--- src/design/ctb_pkg.sv ---
// ---------------------------------------------------------------------------
// ctb_pkg
// Shared constants and types for the cursor text buffer: command and status
// codes, controller states and the controller/datapath handshake structs.
// ---------------------------------------------------------------------------
package ctb_pkg;

    // Default store depth in bytes
    localparam int CAPACITY_DEF = 1024;

    // Field widths fixed by the interface
    localparam int CMD_W    = 3;
    localparam int CHAR_W   = 8;
    localparam int INDEX_W  = 10;
    localparam int STATUS_W = 2;
    localparam int COUNT_W  = 11;

    // Command codes
    localparam logic [CMD_W-1:0] CMD_INSERT = 3'd0;
    localparam logic [CMD_W-1:0] CMD_LEFT   = 3'd1;
    localparam logic [CMD_W-1:0] CMD_RIGHT  = 3'd2;
    localparam logic [CMD_W-1:0] CMD_BACK   = 3'd3;
    localparam logic [CMD_W-1:0] CMD_READ   = 3'd4;

    // Status codes
    localparam logic [STATUS_W-1:0] STS_DONE    = 2'd0;
    localparam logic [STATUS_W-1:0] STS_IGNORED = 2'd1;
    localparam logic [STATUS_W-1:0] STS_FULL    = 2'd2;
    localparam logic [STATUS_W-1:0] STS_RANGE   = 2'd3;

    // Controller states
    typedef enum logic [1:0] {
        ST_IDLE,
        ST_EXEC,
        ST_MOVE
    } ctl_state_t;

    // Controller to datapath
    typedef struct packed {
        logic capture;   // latch the incoming beat
        logic rd_en;     // issue the store read for this command
        logic finish;    // commit pointers, store write and result
    } dp_cmd_t;

    // Datapath to controller
    typedef struct packed {
        logic need_read;  // command needs a store read before it commits
        logic slot_free;  // result register can take a new beat
    } dp_status_t;

endpackage

--- src/design/ctb_ctrl.sv ---
// ---------------------------------------------------------------------------
// ctb_ctrl
// Command sequencer: takes one input beat, runs the store read if the
// command needs one, then commits when the result register is free.
// ---------------------------------------------------------------------------
module ctb_ctrl
(
    input  logic                   clk,
    input  logic                   rst_n,
    input  logic                   in_valid,
    output logic                   in_ready,
    input  ctb_pkg::dp_status_t    dp_sts,
    output ctb_pkg::dp_cmd_t       dp_cmd
);

    ctb_pkg::ctl_state_t state_reg;
    ctb_pkg::ctl_state_t state_next;

    // State register
    always_ff @(posedge clk or negedge rst_n)
    begin
        if (!rst_n)
        begin
            state_reg <= ctb_pkg::ST_IDLE;
        end
        else
        begin
            state_reg <= state_next;
        end
    end

    // Next state and datapath commands
    always_comb
    begin
        state_next     = state_reg;
        in_ready       = 1'b0;
        dp_cmd.capture = 1'b0;
        dp_cmd.rd_en   = 1'b0;
        dp_cmd.finish  = 1'b0;
        case (state_reg)
            ctb_pkg::ST_IDLE:
            begin
                in_ready = 1'b1;
                if (in_valid)
                begin
                    dp_cmd.capture = 1'b1;
                    state_next     = ctb_pkg::ST_EXEC;
                end
            end
            ctb_pkg::ST_EXEC:
            begin
                if (dp_sts.need_read)
                begin
                    dp_cmd.rd_en = 1'b1;
                    state_next   = ctb_pkg::ST_MOVE;
                end
                else if (dp_sts.slot_free)
                begin
                    dp_cmd.finish = 1'b1;
                    state_next    = ctb_pkg::ST_IDLE;
                end
            end
            ctb_pkg::ST_MOVE:
            begin
                if (dp_sts.slot_free)
                begin
                    dp_cmd.finish = 1'b1;
                    state_next    = ctb_pkg::ST_IDLE;
                end
            end
            default:
            begin
                state_next = ctb_pkg::ST_IDLE;
            end
        endcase
    end

endmodule

--- config.mk ---
export PLATFORM = sky130hd
export DESIGN_NAME = ctb_ctrl
export DESIGN_NICKNAME = d
export VERILOG_FILES = /design/src/design/ctb_pkg.sv /design/src/design/ctb_ctrl.sv
export SDC_FILE = /design/constraint.sdc
export NUM_CORES = 1
export LEC_CHECK = 0
export BUFFER_PORTS_ARGS = -buffer_cell sky130_fd_sc_hd__buf_2
export CAP_MARGIN = 40
export CORE_AREA = 2 2 39 41
export CTS_CLUSTER_SIZE = 25
export DETAILED_ROUTE_END_ITERATION = 16
export DIE_AREA = 0 0 41 43
export MAX_ROUTING_LAYER = met4
export PLACE_DENSITY_LB_ADDON = 0.3
export SYNTH_ARGS = -nofsm -noshare
export SYNTH_HDL_FRONTEND = slang
export SYNTH_SLANG_ARGS = --single-unit
--- constraint.sdc ---
create_clock -name clk -period 1.2 [get_ports clk]
set_input_delay 0.18 -clock clk [delete_from_list [all_inputs] [get_ports clk]]
set_output_delay 0.18 -clock clk [all_outputs]
set_load 0.01 [all_outputs]
==> results.py <==
metrics = {
    "cells_and_area": {
        "antenna_cells": 0,
        "post-route-cell-area_um2": 405,
        "mostFrequentLayoutCells": "buf_4, buf_2, inv_2, clkbuf_4, buf_6",
        "fillers": 157,
        "final_common_cell": "buf_4",
        "largest_reg_flops": 2,
        "nets": 53,
        "area_growth_pct": 104,
        "drive_gt1_share_pct": 73.8,
        "finalNonFillerCells": 58,
    },
    "die": {
        "core_area_um2": 1380,
        "io_pins": 9,
        "initial_core_util_pct": 14.4,
        "die_h_um": 43,
        "die-area_um2": 1760,
        "die_x_um": 41,
        "rows": 14,
    },
    "place": {
        "placed_cells": 51,
        "placed_cell_area_um2": 292,
        "dp_slack_ns": -0.0695,
        "place_congestion": 0.733,
        "hpwl_um": 393,
        "placement.io_buffers": 8,
    },
    "global_route": {
        "first_global_vias": 209,
        "track_usage_pct": 7.30,
        "grt_max_degree": 5,
        "overflow": 0,
        "antenna_found_initial": 0,
        "grt_pass1_wl_um": 814,
    },
    "worst_setup_path": {
        "slowest_stage": "dfrtp_2",
        "crit_chain": "inv_2 -> ha_2 -> a21oi_2 -> nor2_1 -> buf_2",
        "crit_fanout": 3,
        "critPathLaunch": "state_reg[0]",
        "r2r_setup_slack_ns": -0.17,
        "worstReg2RegStart": "state_reg[0]",
        "critPathMaxStageDelay_ns": 0.43,
        "reg2reg_depth": 6,
        "crit_required_ns": 1.02,
        "rr_endpoint": "state_reg[1]",
        "end_kind": "output port",
        "cp_num_buf_inv": 2,
        "cp.arrival_ns": 1.21,
        "critPathKind": "reg2out",
        "critical_path.top_delay_family": "flip-flops",
        "start_kind": "flip-flop",
    },
    "clock_network": {
        "clk_pin_slew_worst_paths_ns": 0.03,
        "cts_buffer_depth": 2,
        "cts_made_buffers": 3,
        "insertion_delay_ns": 0.23,
        "clock_sinks": 2,
        "ctsHtreeMaxLevel": 1,
        "cts_tree": "built",
        "clockRootBuffer": "clkbuf_4",
    },
    "synthesis": {
        "synth-xor-area-share_pct": 0,
        "synthesis.area_um2": 199,
        "yosysUniqueCellTypes": 14,
        "synth_cells": 24,
        "synthesis.nets": 33,
        "synth_top_family_by_area": "adder cells",
        "ys_seq_elements": 2,
        "yosys.area_share.simple_pct": 18.9,
        "yosys-top-cells-area": "dfrtp_1, ha_1, inv_1",
        "post_synth_mux_area_share_pct": 0,
        "yosysTopAreaCell": "dfrtp_1",
        "synthAdderAreaFrac_pct": 25.2,
        "synth_top_cell_area_share_pct": 25.2,
        "synth-compound-area-share_pct": 21.4,
        "avgSynthCellArea_um2": 8.29,
        "ys.warnings.count": 0,
        "ys_seq_area_share_pct": 25.2,
    },
    "worst_hold_path": {
        "hold_end": "state_reg[0]",
        "whs_path_depth": 2,
        "min-delay-start": "dp_sts[0]",
        "holdCritPathClass": "in2reg",
    },
    "drt": {
        "drtIter0Drc": 2,
        "vias_per_cell": 4.05,
        "drt-pass1-iter-count": 3,
        "postRouteAntennaNets": 0,
        "drcViolationCount": 0,
        "routedWlPerCell_um": 10.5,
        "vias": 235,
        "wl_um": 609,
    },
    "outcome": {
        "violations": "setup timing",
        "status": "complete, but fails checks",
    },
    "timing": {
        "finalSetupTns_ns": -0.767,
        "rsz0062_at_grt": "true",
        "hold_slack_ns": 0.196,
        "worst_pin_slew_ns": 0.326,
        "relSlewSlack_pct": 78.0,
        "fmax_mhz": 718,
        "hold_violations": 0,
        "report.final.slew_viol_count": 0,
        "fin_crit_sh_pct": 116,
        "finalSetupViolations": 5,
        "setup_ws_ns": -0.193,
        "finClkSkew_ns": 0.00783,
        "period_needed_ns": 1.39,
    },
    "pwr": {
        "leakagePower_nw": 0.187,
        "p_per_area_nw_per_um2": 2470,
        "ir_drop_v": 0.00105,
    },
    "run": {
        "drv_cap": 0,
    },
}
stage by stage:
stage          utilization, %  power (mW)
3_3_place_gp             21.1       0.589
6_report                 29.3        1.00
2_1_floorplan               -       0.413
5_1_grt                  29.3        1.08
3_5_place_dp             21.1       0.585
4_1_cts                  25.0       0.811
worst register-to-register path: stages (launching register included):
cell	delay, ns
dfrtp_2	0.43
buf_4	0.14
buf_4	0.13
ha_2	0.19
inv_2	0.06
nand2_1	0.06
o32ai_2	0.25
layout make-up:
cell class / count / area, um^2 / area share [%]
flip-flops and latches: 2 / 51.3 / 12.7
well taps: 16 / 20.0 / 4.94
clock buffers: 3 / 22.5 / 5.56
multi-input cells: 17 / 179 / 44.1
repair buffers: 15 / 114 / 28.1
inverters: 5 / 18.8 / 4.63
worst max path at each step:
stage	endpoint	slack, ns	depth (start not counted)
finish	dp_cmd[0]	-0.19	5
global route	dp_cmd[0]	-0.26	5
CTS	dp_cmd[0]	-0.21	5
detailed placement	state_reg[1]	-0.07	5
global placement	state_reg[1]	-0.09	5
floorplan	state_reg[1]	0.005	5
Yosys cell counts (all sizes together):
cell type / n
inv: 5
dfrtp: 2
a22oi: 1
nand2: 2
or2: 1
a21oi: 1
ha: 4
o41ai: 1
and2: 2
a31oi: 2
nor2b: 1
o32ai: 1
nor2: 1
what timing repair did:
action	4_1_cts	5_1_grt
resized for setup	4	9
pin swaps	2	6
hold endpoints to repair	2	0
buffers inserted	1	2
hold buffers	1	0
endpoints found under the setup margin	6	6
power by group:
| part | internal, mW | switching [mW] |
|---|---|---|
| Clock | 0.110 | 0.0389 |
| Combinational | 0.411 | 0.303 |
| Sequential | 0.102 | 0.0373 |
kinds of logic (layout without fill, tap and decap cells):
logic type	after synthesis	count (layout)
simple gates	7	7
compound gates	6	6
buf+inv	5	23
fa+ha+maj	4	4
flops	2	2
metal layers:
layer | global-route usage, % | part of all wire [%] | vias to the layer above | wire [um]
met5 | - | 0 | - | 0
met4 | 4.00 | 0 | 0 | 0
met3 | 5.24 | 6.7 | 0 | 41
met2 | 9.69 | 50 | 8 | 307
met1 | 7.72 | 43 | 106 | 260
li1 | - | - | 121 | -
(Power assumes the default switching activity.)
